--- config.mk ---
export PLATFORM = sky130hd
export DESIGN_NAME = sprite_line_pixel_decoder
export DESIGN_NICKNAME = d
export VERILOG_FILES = /design/src/sv/slpd_pkg.sv /design/src/sv/slpd_front.sv /design/src/sv/slpd_queue.sv /design/src/sv/slpd_back.sv /design/src/sv/sprite_line_pixel_decoder.sv
export SDC_FILE = /design/constraint.sdc
export NUM_CORES = 1
export LEC_CHECK = 0
export ABC_AREA = 1
export ABC_CLOCK_PERIOD_IN_PS = 9670
export BUFFER_PORTS_ARGS = -buffer_cell sky130_fd_sc_hd__buf_2
export CAP_MARGIN = 25
export CORE_ASPECT_RATIO = 1.1
export CORE_MARGIN = 2
export CORE_UTILIZATION = 61
export DETAILED_ROUTE_END_ITERATION = 10
export GPL_TIMING_DRIVEN = 0
export PLACE_DENSITY = 0.8
export SLEW_MARGIN = 10
export SYNTH_ARGS = -nofsm -noshare
export SYNTH_HDL_FRONTEND = slang
export SYNTH_SLANG_ARGS = --single-unit
--- constraint.sdc ---
create_clock -name clk -period 9.67 [get_ports clk]
set_input_delay 0 -clock clk [delete_from_list [all_inputs] [get_ports clk]]
set_output_delay 0 -clock clk [all_outputs]
set_load 0.02 [all_outputs]
--- src/sv/slpd_pkg.sv ---
// ----------------------------------------------------------------------------
// slpd_pkg
// Shared types and constants of the sprite line pixel decoder.
// ----------------------------------------------------------------------------
package slpd_pkg;

  // pixel format codes (code 3 behaves as the 16 pixel format)
  localparam logic [1:0] FMT_4PIX  = 2'd0;
  localparam logic [1:0] FMT_8PIX  = 2'd1;
  localparam logic [1:0] FMT_16PIX = 2'd2;

  // configuration register indexes
  localparam logic [1:0] REG_FORMAT = 2'd0;
  localparam logic [1:0] REG_TOP    = 2'd1;
  localparam logic [1:0] REG_HEIGHT = 2'd2;

  localparam int          NUM_PIX   = 16;
  localparam int          IDX_W     = 4;
  localparam logic [3:0]  PIX_CLEAR = 4'h0;
  localparam logic [3:0]  PIX_MARK  = 4'hF;
  localparam logic [11:0] COL_MAX   = 12'hFFF;
  localparam logic [15:0] LINE_MAX  = 16'hFFFF;

  // depth of the queue between front and back
  localparam int Q_DEPTH = 4;
  localparam int Q_PTR_W = 2;

  // one word's worth of work for the back end
  typedef struct packed {
    logic [63:0] word;   // pixels left-aligned, pixel 0 in bits 63:60
    logic [15:0] mask;   // bit i set: pixel i is emitted
    logic [11:0] col;    // column of pixel 0
    logic [15:0] sy;     // window-relative line
  } job_t;

endpackage

--- src/sv/slpd_front.sv ---
// ----------------------------------------------------------------------------
// slpd_front
// Accepts pattern words, keeps the column and line counters and the
// configuration, and turns each visible word into an emit mask job.
// ----------------------------------------------------------------------------
module slpd_front #(
  parameter int SCREEN_WIDTH = 320
) (
  input  logic               clk,
  input  logic               rst_n,
  input  logic               cfg_we,
  input  logic [1:0]         cfg_addr,
  input  logic [15:0]        cfg_wdata,
  input  logic               in_tvalid,
  output logic               in_tready,
  input  logic [63:0]        in_tdata,
  input  logic               in_tuser,
  input  logic               q_full,
  output logic               q_push,
  output slpd_pkg::job_t     q_job
);
  import slpd_pkg::*;

  localparam logic [12:0] SW = 13'(SCREEN_WIDTH);

  logic [1:0]  fmt_r;
  logic [15:0] top_r, height_r;
  logic [11:0] col_r, col_nxt;
  logic [15:0] line_r, line_nxt;

  logic        in_acc;
  logic [11:0] col_eff;
  logic [15:0] line_eff;
  logic [63:0] norm;
  logic [4:0]  npix;
  logic        blank, endmark, skip, in_win;
  logic [16:0] win_end;
  logic [15:0] mask;
  logic [12:0] col_sum;

  assign in_tready = !q_full;
  assign in_acc    = in_tvalid && in_tready;

  // counters as seen by this word
  assign col_eff  = in_tuser ? 12'd0 : col_r;
  assign line_eff = in_tuser ? 16'd0 : line_r;

  // format decode: left-align pixels, blank and end marker detection
  always_comb begin
    case (fmt_r)
      FMT_4PIX: begin
        norm    = {in_tdata[15:0], 48'd0};
        npix    = 5'd4;
        blank   = (in_tdata[15:0] == 16'd0) || (in_tdata[3:0] == PIX_MARK);
        endmark = in_tdata[3:0] == PIX_MARK;
      end
      FMT_8PIX: begin
        norm    = {in_tdata[31:0], 32'd0};
        npix    = 5'd8;
        blank   = in_tdata[31:0] == {24'd0, PIX_MARK, PIX_CLEAR};
        endmark = in_tdata[7:4] == PIX_MARK;
      end
      default: begin
        norm    = in_tdata;
        npix    = 5'd16;
        blank   = (in_tdata[63:32] == 32'd0) && (in_tdata[31:0] == {28'd0, PIX_MARK});
        endmark = in_tdata[3:0] == PIX_MARK;
      end
    endcase
  end

  assign skip    = (col_eff == 12'd0) && blank;
  assign win_end = {1'b0, top_r} + {1'b0, height_r};
  assign in_win  = (line_eff >= top_r) && ({1'b0, line_eff} < win_end);

  // per-pixel emit decision
  always_comb begin
    logic [3:0]  pix;
    logic [12:0] x;
    for (int i = 0; i < NUM_PIX; i++) begin
      pix     = norm[63 - 4*i -: 4];
      x       = {1'b0, col_eff} + 13'(i);
      mask[i] = (5'(i) < npix) && (x < SW) && (pix != PIX_CLEAR) && (pix != PIX_MARK);
    end
  end

  assign q_push   = in_acc && !skip && in_win && (mask != 16'd0);
  assign q_job    = '{word: norm, mask: mask, col: col_eff, sy: line_eff - top_r};

  // counter update
  assign col_sum = {1'b0, col_eff} + {8'd0, npix};
  always_comb begin
    col_nxt  = col_r;
    line_nxt = line_r;
    if (in_acc) begin
      col_nxt  = col_eff;
      line_nxt = line_eff;
      if (!skip) begin
        col_nxt = col_sum[12] ? COL_MAX : col_sum[11:0];
        if (endmark) begin
          col_nxt = 12'd0;
          if (line_eff != LINE_MAX) line_nxt = line_eff + 16'd1;
        end
      end
    end
  end

  always_ff @(posedge clk) begin
    if (!rst_n) begin
      col_r    <= '0;
      line_r   <= '0;
      fmt_r    <= FMT_4PIX;
      top_r    <= '0;
      height_r <= '0;
    end else begin
      col_r  <= col_nxt;
      line_r <= line_nxt;
      // configuration writes
      if (cfg_we) begin
        case (cfg_addr)
          REG_FORMAT: fmt_r    <= cfg_wdata[1:0];
          REG_TOP:    top_r    <= cfg_wdata;
          REG_HEIGHT: height_r <= cfg_wdata;
          default: ;
        endcase
      end
    end
  end

endmodule

--- src/sv/slpd_queue.sv ---
// ----------------------------------------------------------------------------
// slpd_queue
// Short job queue that decouples the front end from the back end.
// ----------------------------------------------------------------------------
module slpd_queue (
  input  logic           clk,
  input  logic           rst_n,
  input  logic           push,
  input  slpd_pkg::job_t push_job,
  output logic           full,
  input  logic           pop,
  output logic           nempty,
  output slpd_pkg::job_t head_job
);
  import slpd_pkg::*;

  job_t               mem_r [Q_DEPTH];
  logic [Q_PTR_W-1:0] wr_r, rd_r;
  logic [Q_PTR_W:0]   cnt_r;
  logic               do_push, do_pop;

  assign full     = cnt_r == (Q_PTR_W+1)'(Q_DEPTH);
  assign nempty   = cnt_r != '0;
  assign head_job = mem_r[rd_r];
  assign do_push  = push && !full;
  assign do_pop   = pop && nempty;

  // storage
  always_ff @(posedge clk) begin
    if (do_push) mem_r[wr_r] <= push_job;
  end

  // pointers and fill count
  always_ff @(posedge clk) begin
    if (!rst_n) begin
      wr_r  <= '0;
      rd_r  <= '0;
      cnt_r <= '0;
    end else begin
      if (do_push) wr_r <= wr_r + 1'b1;
      if (do_pop)  rd_r <= rd_r + 1'b1;
      cnt_r <= cnt_r + (Q_PTR_W+1)'(do_push) - (Q_PTR_W+1)'(do_pop);
    end
  end

endmodule

--- src/sv/slpd_back.sv ---
// ----------------------------------------------------------------------------
// slpd_back
// Walks the emit mask of each job, one pixel a cycle while the output is not
// stalled, into the output register.
// ----------------------------------------------------------------------------
module slpd_back (
  input  logic           clk,
  input  logic           rst_n,
  input  logic           q_nempty,
  input  slpd_pkg::job_t q_job,
  output logic           q_pop,
  output logic           out_tvalid,
  input  logic           out_tready,
  output logic [31:0]    out_tdata,
  output logic           out_tlast
);
  import slpd_pkg::*;

  job_t             cur_r, cur_nxt;
  logic             cur_vld_r, cur_vld_nxt;
  logic             ovld_r, ovld_nxt;
  logic [8:0]       ox_r, ox_nxt;
  logic [15:0]      oy_r, oy_nxt;
  logic [3:0]       opix_r, opix_nxt;
  logic             olast_r, olast_nxt;

  logic             out_adv, emit;
  logic [IDX_W-1:0] idx;
  logic [15:0]      rest;
  logic [12:0]      x_sum;

  assign out_adv = !ovld_r || out_tready;
  assign emit    = cur_vld_r && out_adv;

  // lowest pending pixel
  always_comb begin
    idx = '0;
    for (int i = NUM_PIX - 1; i >= 0; i--) begin
      if (cur_r.mask[i]) idx = IDX_W'(i);
    end
  end

  assign rest  = cur_r.mask & ~(16'd1 << idx);
  assign x_sum = {1'b0, cur_r.col} + {9'd0, idx};

  // load a new job when idle or when the current one finishes
  assign q_pop = q_nempty && (!cur_vld_r || (emit && (rest == 16'd0)));

  always_comb begin
    cur_nxt     = cur_r;
    cur_vld_nxt = cur_vld_r;
    ovld_nxt    = ovld_r && !out_tready;
    ox_nxt      = ox_r;
    oy_nxt      = oy_r;
    opix_nxt    = opix_r;
    olast_nxt   = olast_r;
    if (emit) begin
      ovld_nxt     = 1'b1;
      ox_nxt       = x_sum[8:0];
      oy_nxt       = cur_r.sy;
      opix_nxt     = cur_r.word[63 - 4*idx -: 4];
      olast_nxt    = rest == 16'd0;
      cur_nxt.mask = rest;
      if (rest == 16'd0) cur_vld_nxt = 1'b0;
    end
    if (q_pop) begin
      cur_nxt     = q_job;
      cur_vld_nxt = 1'b1;
    end
  end

  always_ff @(posedge clk) begin
    cur_r   <= cur_nxt;
    ox_r    <= ox_nxt;
    oy_r    <= oy_nxt;
    opix_r  <= opix_nxt;
    olast_r <= olast_nxt;
  end

  always_ff @(posedge clk) begin
    if (!rst_n) begin
      cur_vld_r <= 1'b0;
      ovld_r    <= 1'b0;
    end else begin
      cur_vld_r <= cur_vld_nxt;
      ovld_r    <= ovld_nxt;
    end
  end

  assign out_tvalid = ovld_r;
  assign out_tdata  = {3'd0, opix_r, oy_r, ox_r};
  assign out_tlast  = olast_r;

endmodule

--- src/sv/sprite_line_pixel_decoder.sv ---
// ----------------------------------------------------------------------------
// sprite_line_pixel_decoder
// Decodes packed 4-bit sprite pixels into opaque on-screen pixel results.
// ----------------------------------------------------------------------------
// Path: a word goes from the job queue via the job register to the output register.
// Throughput: one word per cycle while the four-entry job queue has room; a
//   word with n opaque on-screen pixels yields n results, one per cycle while
//   the output is not stalled, and a word with none never reaches the back end.
// Reset: synchronous, active low; clears counters, registers, queue, output.
// ----------------------------------------------------------------------------
module sprite_line_pixel_decoder #(
  parameter int SCREEN_WIDTH = 320
) (
  input  logic        clk,
  input  logic        rst_n,
  input  logic        cfg_we,
  input  logic [1:0]  cfg_addr,
  input  logic [15:0] cfg_wdata,
  input  logic        in_tvalid,
  output logic        in_tready,
  input  logic [63:0] in_tdata,   // [63:0] pattern_word
  input  logic        in_tuser,   // [0] first_word
  output logic        out_tvalid,
  input  logic        out_tready,
  output logic [31:0] out_tdata,  // [8:0] pixel_x, [24:9] pixel_y, [28:25] pixel_value
  output logic        out_tlast
);
  import slpd_pkg::*;

  job_t push_job, head_job;
  logic push, full, pop, nempty;

  slpd_front #(.SCREEN_WIDTH(SCREEN_WIDTH)) u_front (
    .clk       (clk),
    .rst_n     (rst_n),
    .cfg_we    (cfg_we),
    .cfg_addr  (cfg_addr),
    .cfg_wdata (cfg_wdata),
    .in_tvalid (in_tvalid),
    .in_tready (in_tready),
    .in_tdata  (in_tdata),
    .in_tuser  (in_tuser),
    .q_full    (full),
    .q_push    (push),
    .q_job     (push_job)
  );

  slpd_queue u_queue (
    .clk      (clk),
    .rst_n    (rst_n),
    .push     (push),
    .push_job (push_job),
    .full     (full),
    .pop      (pop),
    .nempty   (nempty),
    .head_job (head_job)
  );

  slpd_back u_back (
    .clk        (clk),
    .rst_n      (rst_n),
    .q_nempty   (nempty),
    .q_job      (head_job),
    .q_pop      (pop),
    .out_tvalid (out_tvalid),
    .out_tready (out_tready),
    .out_tdata  (out_tdata),
    .out_tlast  (out_tlast)
  );

endmodule
; Yosys cells after proc, flatten, opt, wreduce, memory -nomap -nowiden
; Memory sizes are Yosys's and may differ from the RTL's. A register that Yosys moved wholly into a read port is not among the register bits.
; Cells that the tools add are included.
; Widths: inputs -> output; s select.
[classes]
reduce_logical = 99
n_lt_le_gt_ge = 34
eq_ne = 25
n_bitwise = 2
addsub = 25
muxes = 38
shifts = 2
[op_table]
columns = op, count
row1 = $lt 13x9->1 const B, 15
row2 = $pmux 64 s2, 1
row3 = $add 12x4->13 const B, 8
row4 = $mux 16, 5
row5 = $shiftx 67x33->4, 1
row6 = $mux 4, 16
row7 = $ne 4x4->1 const B, 16
row8 = $reduce_bool 4->1, 16
row9 = $logic_and 1x1->1, 61
row10 = $add 12x3->13 const B, 4
row11 = $mux 12, 4
row12 = $mux 44, 1
row13 = $lt 4x5->1 const A, 8
row14 = $eq 32x4->1 const B, 1
row15 = $eq 32x8->1 const B, 1
row16 = $logic_not 16->1, 2
row17 = $logic_not 32->1, 1
row18 = $add 12x2->13 const B, 2
row19 = $lt 3x5->1 const A, 4
row20 = $add 16x16->17, 1
row21 = $lt 16x17->1, 1
row22 = $add 16x1->16 const B, 1
row23 = $and 16x16->16, 1
row24 = $ge 16x16->1, 1
row25 = 30 further kinds, 53
[word_totals]
memories = 1
reg_bits = 209
in_bits = 88
ramBits = 432
out_inout_bits = 35
elab_cells = 244
[memory_table]
columns = memory, depth, word_bits, rd, rd_ports_with_merged_regs, wr, line
row1 = u_queue.mem_r, 4, 108, 1, 1, 1, slpd_queue.sv:17  ; job_t mem_r [Q_DEPTH];

; Longest topological paths before layout
; Gate-level depths: netlist of run 1.
[depth]
depth_word = 26
ltp_mapped = 34
ltp_nobuf = 32

; Cells and area by module
; A second synthesis of run 1 with hierarchy kept.
[unflattened]
hier_cells = 3159
hier_area_um2 = 30973.5
[by_module_without_submodules]
columns = module, area_each_um2, seq_area_each_um2, instances, cells_per_inst
row1 = slpd_queue, 16469.5, 13152.6, 1, 1110
row2 = slpd_front, 8904.8, 1241.2, 1, 1621
row3 = slpd_back, 5599.1, 4093.9, 1, 428

; Worst setup path after synthesis of run 1
; No wires, ideal clock.
[synth_path]
kind = reg-to-reg
from = register u_front.height_r[3]
to = memory u_queue.mem_r[0][0] (netlist name) (enable)
arrival_time_ns = 7.586
path_buffers = 0
slack_ns = 1.515
setup_ns = 0.570
synth_period_minus_slack_ns = 8.155
path_stages_with_launch = 26
required_ns = 9.100
cell_sequence = dfxtp_1 > ha_1 > inv_1 > nor3_1 > nand2_1 > o211ai_1 > a21oi_1 > o21bai_1 > a21oi_1 > o21bai_1 > nand2_1 > a31oi_1 > nand2_1 > nand2_1 > a21oi_1 > xor2_1 > ha_1 > inv_1 > nor2_1 > nand3_1 > nor3_1 > a211oi_1 > nand3_1 > nor2_1 > nand2_4 > nor2_1
[synth_via]
elab_chain_len = 8
[synth_lines]
columns = item, line
row1 = start: declaration, slpd_front.sv:27  ; logic [15:0] top_r, height_r;
row2 = start signal: assignment, slpd_front.sv:123  ; REG_HEIGHT: height_r <= cfg_wdata;
row3 = $add 16x16->17, slpd_front.sv:73  ; assign win_end = {1'b0, top_r} + {1'b0, height_r};
row4 = $lt 16x17->1, slpd_front.sv:74  ; assign in_win = (line_eff >= top_r) && ({1'b0, line_eff} < win_end);
row5 = $logic_and 1x1->1, slpd_front.sv:74
row6 = $logic_and 1x1->1 (2 in series), slpd_front.sv:87  ; assign q_push = in_acc && !skip && in_win && (mask != 16'd0);
row7 = $logic_and 1x1->1, slpd_queue.sv:25  ; assign do_push = push && !full;
row8 = $mux 1, slpd_queue.sv:30  ; if (do_push) mem_r[wr_r] <= push_job;
row9 = $mux 1 (implied by the code), slpd_queue.sv:30
row10 = end: declaration, slpd_queue.sv:17
; Every way passes these cells.

==> flow_summary.ini, run 1 <==
[grt]
grt_first_pass_wirelength_um = 133000
grtUsageTotal = 0.363
grt_max_degree = 47
antenna_found_initial = 2
grt_pass1_vias = 23000
grt_remaining_overflow = 0

[clock_tree]
clk_latency_ns = 0.64
cts_buffers = 59
clockBufferDepth = 3
root_buffer = clkbuf_16
cts.htree.levels = 2
post_cts_buffers = 0
cts_tree = built
cts_hold_buffers = 78
cts_resized = 0
clkTransAtPathRegs_ns = 0.06
clock-sinks = 628

[min_path]
holdPathStages = 4
min_path_type = input port to register
worst_hold_startpoint = in_tdata[32]
worstHoldEndpoint = u_queue.mem_r[1][76]$_DFFE_PP_

[pwr]
seq_power_share = 0.433
power.density_nw_per_um2 = 257
power_frac_clock = 0.271
p_comb_frac = 0.296
switching_share = 0.351
p_sw_mw = 3.04
p_leak_nw = 12.9
peakVddDrop_v = 0.000179
internal_power_mw = 5.62

[timing]
max_freq_mhz = 157
hold_viol_final = 0
rsz0062_at_grt = no
tns_ns = 0
finalCritPeriodShare = 0.660
setup_violations = 0
relSlewSlack = 0.271
skew_ns = 0.0230
maxSlewViolCount = 0
worstMarginPinSlew_ns = 1.09
period_needed_ns = 6.38
timing.hold.ws_ns = 0.00738

[status]
status = complete, no violations

[routing]
detail_route.wirelength_um = 89300
vias_per_cell = 6.23
vias = 23500
drt_iter0_markers = 3097
drc_errors = 0
wl_per_cell_um = 23.7
final_antenna_net_count = 0
dr.pass1.iters = 8

[synthesis]
yosys_register_bits = 628
async_reset_ff_frac = 0
syn-cell-area_um2 = 29100
synth_cell_types = 64
ys.warnings.count = 0
synth_cells = 2794
synth_ff_type = edfxtp_1
synth_edf_count = 555
ys_seq_area_frac = 0.623
avgSynthCellArea_um2 = 10.4

[critical_path]
crit_chain = nor2_1 -> inv_1 -> clkbuf_1 -> ha_1 -> clkbuf_1 -> inv_2 -> buf_2 -> nand2_1 -> o21ai_0 -> o21ai_0 -> a211oi_1 -> nand3b_1 -> a21o_1 -> nand4_1 -> nor2_2 -> nand3_2 -> nand2_4 -> nor2_4 -> buf_12 -> buf_16 -> buf_12
crit-reg2reg-capture = u_queue.mem_r[2][39]$_DFFE_PP_
critPathKind = register to register
worst-endpoint-required_ns = 9.99
rrSetupSlack_ns = 3.29
start_kind = register
timing.rr.start = u_front.fmt_r[0]$_SDFFE_PN0P_
critPathCaptureType = register
r2r_cells = 21
max_stage_delay_ns = 0.78
worstPathMaxFanout = 24
cp.arrival_ns = 6.70
cpMaxStageDelayCell = o21ai_0

[die]
core-area_um2 = 46900
rows = 83
die_x_um = 212
initial_core_util = 0.620
io-pin-count = 123
die_h_um = 233
dieArea_um2 = 49500

[finish]
n_antenna_cell = 0
ff_latch_area_um2 = 18100
final_util = 0.718
fillers = 3213
multi_input_area_um2 = 9420
fin_nets = 3230
synthToLayoutAreaGrowth_pct = 15.8
layout-drive-gt1-share = 0.105

[placed_design]
dp_hpwl_um = 62500
portBuffers = 119
finalWeightedCongestion = 1.01

[flow_run]
max_cap_viol_count = 0
[power groups by stage]
| stage | registers (mW) | clock network [mW] | logic (mW) |
|---|---|---|---|
| after detailed placement | 3.79 | 0 | 2.45 |
| after global placement | 3.83 | 0 | 2.31 |
| after floorplan | 3.81 | 0 | 1.45 |
| after CTS | 3.75 | 2.34 | 2.51 |
| after global routing | 3.78 | 2.44 | 2.76 |
| final | 3.75 | 2.35 | 2.57 |
[kinds of logic after synthesis]
family                   synth area share
adder cells (fa/ha/maj)            0.0301
flip-flops                          0.623
buffers and inverters              0.0551
AND/OR/NAND/NOR                     0.151
XOR/XNOR                           0.0178
other                            0.000129
AO/OA/AOI/OAI                       0.123
[worst max-delay path, delay by kind of cell (launching register included)]
| kind | cells | cell delay [ns] |
|---|---|---|
| AND/OR/NAND/NOR | 8 | 1.77 |
| buffers and inverters | 8 | 1.77 |
| AO/OA/AOI/OAI | 4 | 1.73 |
| flip-flops | 1 | 0.42 |
| adder cells (fa/ha/maj) | 1 | 0.36 |
[per-layer routing]
layer | GRT usage | up-vias | part of all wire
li1 | - | 10400 | -
met1 | 0.459 | 11200 | 0.36
met2 | 0.596 | 1513 | 0.47
met3 | 0.0774 | 310 | 0.11
met4 | 0.182 | 2 | 0.055
met5 | 0 | - | 0.00013
[worst max path at each step]
stage | from | end | slack [ns] | cells past startpoint
6_report | u_front.fmt_r[0]$_SDFFE_PN0P_ | u_queue.mem_r[2][39]$_DFFE_PP_ | 3.29 | 21
5_1_grt | u_front.fmt_r[0]$_SDFFE_PN0P_ | u_queue.mem_r[2][39]$_DFFE_PP_ | 3.03 | 22
4_1_cts | u_front.fmt_r[0]$_SDFFE_PN0P_ | u_queue.mem_r[2][39]$_DFFE_PP_ | 3.43 | 22
3_5_place_dp | u_front.fmt_r[0]$_SDFFE_PN0P_ | u_queue.mem_r[2][60]$_DFFE_PP_ | 3.48 | 22
3_3_place_gp | u_front.fmt_r[0]$_SDFFE_PN0P_ | u_queue.mem_r[3][60]$_DFFE_PP_ | -3.44 | 17
2_1_floorplan | u_front.height_r[3]$_SDFFE_PN0P_ | u_queue.mem_r[0][0]$_DFFE_PP_ | 1.51 | 25
[cell type report]
cell class | count | area share
tap | 637 | 0.0236
timing repair buffer | 218 | 0.0531
buffer | 129 | 0.0161
clock inverter | 29 | 0.00998
sequential | 628 | 0.538
clock buffer | 82 | 0.0484
inverter | 281 | 0.0315
multi-input combinational | 1758 | 0.279
[cell usage after synthesis, types with 9 or more instances]
| library cell | number | area (µm²) |
|---|---|---|
| o211ai_1 | 22 | 165 |
| dfxtp_1 | 73 | 1460 |
| edfxtp_1 | 555 | 16700 |
| nand2_1 | 403 | 1510 |
| a21oi_1 | 116 | 581 |
| nor4_1 | 28 | 175 |
| inv_1 | 260 | 976 |
| buf_2 | 17 | 85.1 |
| o21ai_0 | 298 | 1490 |
| nor2_2 | 12 | 75.1 |
| xnor2_1 | 9 | 78.8 |
| a221oi_1 | 16 | 140 |
| clkbuf_1 | 97 | 364 |
| inv_2 | 18 | 67.6 |
| nor3_1 | 52 | 260 |
| a32o_1 | 15 | 150 |
| o21ai_1 | 15 | 75.1 |
| nand4_1 | 48 | 300 |
| nand2_2 | 14 | 87.6 |
| nor2_1 | 330 | 1240 |
| nand3_1 | 85 | 425 |
| ha_1 | 62 | 776 |
| xor2_1 | 50 | 438 |
| o22ai_1 | 94 | 588 |
[cells in the final DEF, fill, tap and decap left out, types with 73 or more instances in the layout]
cell type	netlist	routed
nor2_1	330	326
dfxtp_1	73	73
inv_1	260	259
edfxtp_1	555	555
o21ai_0	298	298
buf_2	17	138
o22ai_1	94	94
clkbuf_1	97	113
a21oi_1	116	116
dlygate4sd3_1	0	78
nand3_1	85	85
nand2_1	403	403
[through the flow]
stage,area (µm²),power (mW),worst slack [ns],std cells
6_report,33700,8.67,3.29,3762
3_5_place_dp,31000,6.24,3.48,3571
2_1_floorplan,29100,5.27,1.51,2796
3_3_place_gp,30500,6.14,-3.44,3552
4_1_cts,33700,8.60,3.43,3760
5_1_grt,33700,8.97,3.03,3762
[state kept, by name, summed over array words and instances, names as in the netlist, named ones only]
register           cells
u_queue.wr_r           2
u_back.oy_r           16
u_back.cur_vld_r       1
u_back.cur_r         105
u_front.top_r         16
u_back.opix_r          4
u_front.line_r        16
u_queue.cnt_r          3
u_front.fmt_r          2
u_front.height_r      16
u_queue.rd_r           2
u_back.out_tlast       1
u_queue.mem_r        420
u_back.ox_r            9
u_back.out_tvalid      1
u_front.col_r         12
(Power assumes the default switching activity.)
==> inputs of run 2 (changes only) <==
--- a/config.mk
+++ b/config.mk
@@ -6,15 +6,15 @@
 export NUM_CORES = 1
 export LEC_CHECK = 0
 export ABC_AREA = 1
-export ABC_CLOCK_PERIOD_IN_PS = 9670
+export ABC_CLOCK_PERIOD_IN_PS = 5800
 export BUFFER_PORTS_ARGS = -buffer_cell sky130_fd_sc_hd__buf_2
 export CAP_MARGIN = 25
 export CORE_ASPECT_RATIO = 1.1
 export CORE_MARGIN = 2
-export CORE_UTILIZATION = 61
+export CORE_UTILIZATION = 56
 export DETAILED_ROUTE_END_ITERATION = 10
 export GPL_TIMING_DRIVEN = 0
-export PLACE_DENSITY = 0.8
+export PLACE_DENSITY = 0.77
 export SLEW_MARGIN = 10
 export SYNTH_ARGS = -nofsm -noshare
 export SYNTH_HDL_FRONTEND = slang
==> constraint.sdc (replaced) <==
create_clock -name clk -period 5.8 [get_ports clk]
set_input_delay 0 -clock clk [delete_from_list [all_inputs] [get_ports clk]]
set_output_delay 0 -clock clk [all_outputs]
set_load 0.02 [all_outputs]
==> flow_summary.ini, run 2 (same netlist as run 1, synthesis figures left out) <==
[grt]
antenna_found_initial = 4
grt_pass1_vias = 23300
grt_remaining_overflow = 0
grtUsageTotal = 0.327
grt_first_pass_wirelength_um = 135000
grt_max_degree = 50

[timing]
rsz0062_at_grt = no
hold_viol_final = 0
skew_ns = 0.0228
maxSlewViolCount = 0
worstMarginPinSlew_ns = 0.972
period_needed_ns = 5.64
fin_ws_ns = 0.155
setup_violations = 0
max_freq_mhz = 177
relSlewSlack = 0.347
finalCritPeriodShare = 0.973

[critical_path]
crit_path_start = u_front.fmt_r[0]$_SDFFE_PN0P_
max_stage_delay_ns = 0.84
cp.arrival_ns = 5.96
worstPathMaxFanout = 26
critPathCaptureType = register
crit_buf_inv = 6
crit_chain = nor2_2 -> inv_1 -> clkbuf_2 -> ha_1 -> clkbuf_1 -> buf_2 -> o31ai_1 -> o21ai_0 -> a211oi_1 -> nand3b_1 -> a21o_1 -> nand4_1 -> nor2_2 -> nand3_2 -> nand2_4 -> nor2_4 -> buf_12 -> buf_12
start_kind = register
cpMaxStageDelayCell = o31ai_1
critical_path_depth = 18
timing.rr.start = u_front.fmt_r[0]$_SDFFE_PN0P_
critPathKind = register to register
worst-endpoint-required_ns = 6.12
r2r_cells = 18
crit_family = compound AO/OA/AOI/OAI gates
rrSetupSlack_ns = 0.16

[routing]
detail_route.wirelength_um = 89900
drc_errors = 0
wl_met2_um = 43200
wl_met1_um = 32700
wl_per_cell_um = 23.5
vias_per_cell = 6.19
vias = 23700
drt_iter0_markers = 3185
dr_wl_met3_um = 9390
dr.pass1.iters = 7
top_layer = met5
final_antenna_net_count = 0

[die]
dieArea_um2 = 53800
die_h_um = 243
die_x_um = 221
initial_core_util = 0.568
rows = 87
io-pin-count = 123
core-area_um2 = 51300

[clock_tree]
clkTransAtPathRegs_ns = 0.06
clk_latency_ns = 0.64
cts.htree.levels = 2
root_buffer = clkbuf_16
cts_buffers = 60
clock-sinks = 628
clockBufferDepth = 3
cts_tree = built

[finish]
design_area_um2 = 34000
layout.cells.non_filler = 3825
regMostFlops = u_queue.mem_r
layout-drive-gt1-share = 0.112
largest_reg_flops = 420
final_util = 0.663
layout_commonest_cell = edfxtp_1
mostFrequentLayoutCells = edfxtp_1 (555), nand2_1 (403), nor2_1 (325)
synthToLayoutAreaGrowth_pct = 16.8
reg_top3 = u_queue.mem_r: 420 flops, u_back.cur_r: 105 flops
fin_nets = 3259

[status]
status = complete, no violations

[placed_design]
post-place-cells = 3600
preCtsSetupSlack_ns = -0.470
place_area_um2 = 31000
portBuffers = 119
finalWeightedCongestion = 0.964
dp_hpwl_um = 62000

[min_path]
holdPathStages = 3
min_path_type = input port to register
worst_hold_startpoint = in_tdata[41]

[pwr]
p_leak_nw = 13.0
power.density_nw_per_um2 = 423
peakVddDrop_v = 0.000340
power_mw = 14.4

[flow_run]
max_cap_viol_count = 0
==> run 2: cell count changes in the layout (fill, tap and decap cells not counted), sizes merged <==
cell,delta
buf,+2
diode,+2
dlygate4sd3,+22
clkinvlp,+4
clkinv,+8
inv,-1
clkbuf,-4
bufinv,-3
nor2,+3
==> run 2: metrics by stage <==
stage	hold WS, ns	TNS [ns]
floorplan	0.135	-249.99
global placement	0.243	-1736.49
detailed placement	0.252	-65.18
CTS	0.000420	0
global route	0.00411	0
finish	0.0370	0
==> run 2: path summary, 6_finish.rpt <==
check | endpoint
worst max-delay path | u_queue.mem_r[3][78]$_DFFE_PP_
worst min-delay path | u_queue.mem_r[2][85]$_DFFE_PP_
worst max register to register | u_queue.mem_r[3][78]$_DFFE_PP_
worst min register to register | u_back.oy_r[9]$_DFFE_PP_
==> run 2: final cells by class <==
class	instances	area (µm²)
antenna	2	5.00
buffer	129	546
clock buffer	77	1590
clock inverter	37	317
fill	3755	17300
inverter	281	1060
multi-input combinational	1761	9490
sequential	628	18100
tap	667	835
timing repair buffer	243	2020
==> run 2: worst min-delay path: cells and delay by family <==
kind | cells | cell delay, ns
buffers and inverters | 1 | 0.12
AOI/OAI and AO/OA | 1 | 0.23
and+or+nand+nor | 1 | 0.07
==> run 2: power by group <==
group / internal [mW] / switching, mW / total, mW
clock: 2.08 / 1.74 / 3.82
combinational: 1.19 / 3.13 / 4.32
sequential: 5.96 / 0.285 / 6.24
total: 9.23 / 5.16 / 14.4
==> run 2: repair_timing <==
item,CTS,global route
hold buffers,99,1
pin swaps,3,5
setup buffers,0,6
gates resized for setup,10,12
cloned,3,0
setup endpoints to repair,307,244
endpoints found under the hold margin,272,4
==> run 2: routing by layer <==
metal | GRT usage | vias to the layer above
li1 | - | 10500
met1 | 0.417 | 11200
met2 | 0.550 | 1588
met3 | 0.0568 | 343
met5 | 0 | -
met4 | 0.150 | 6
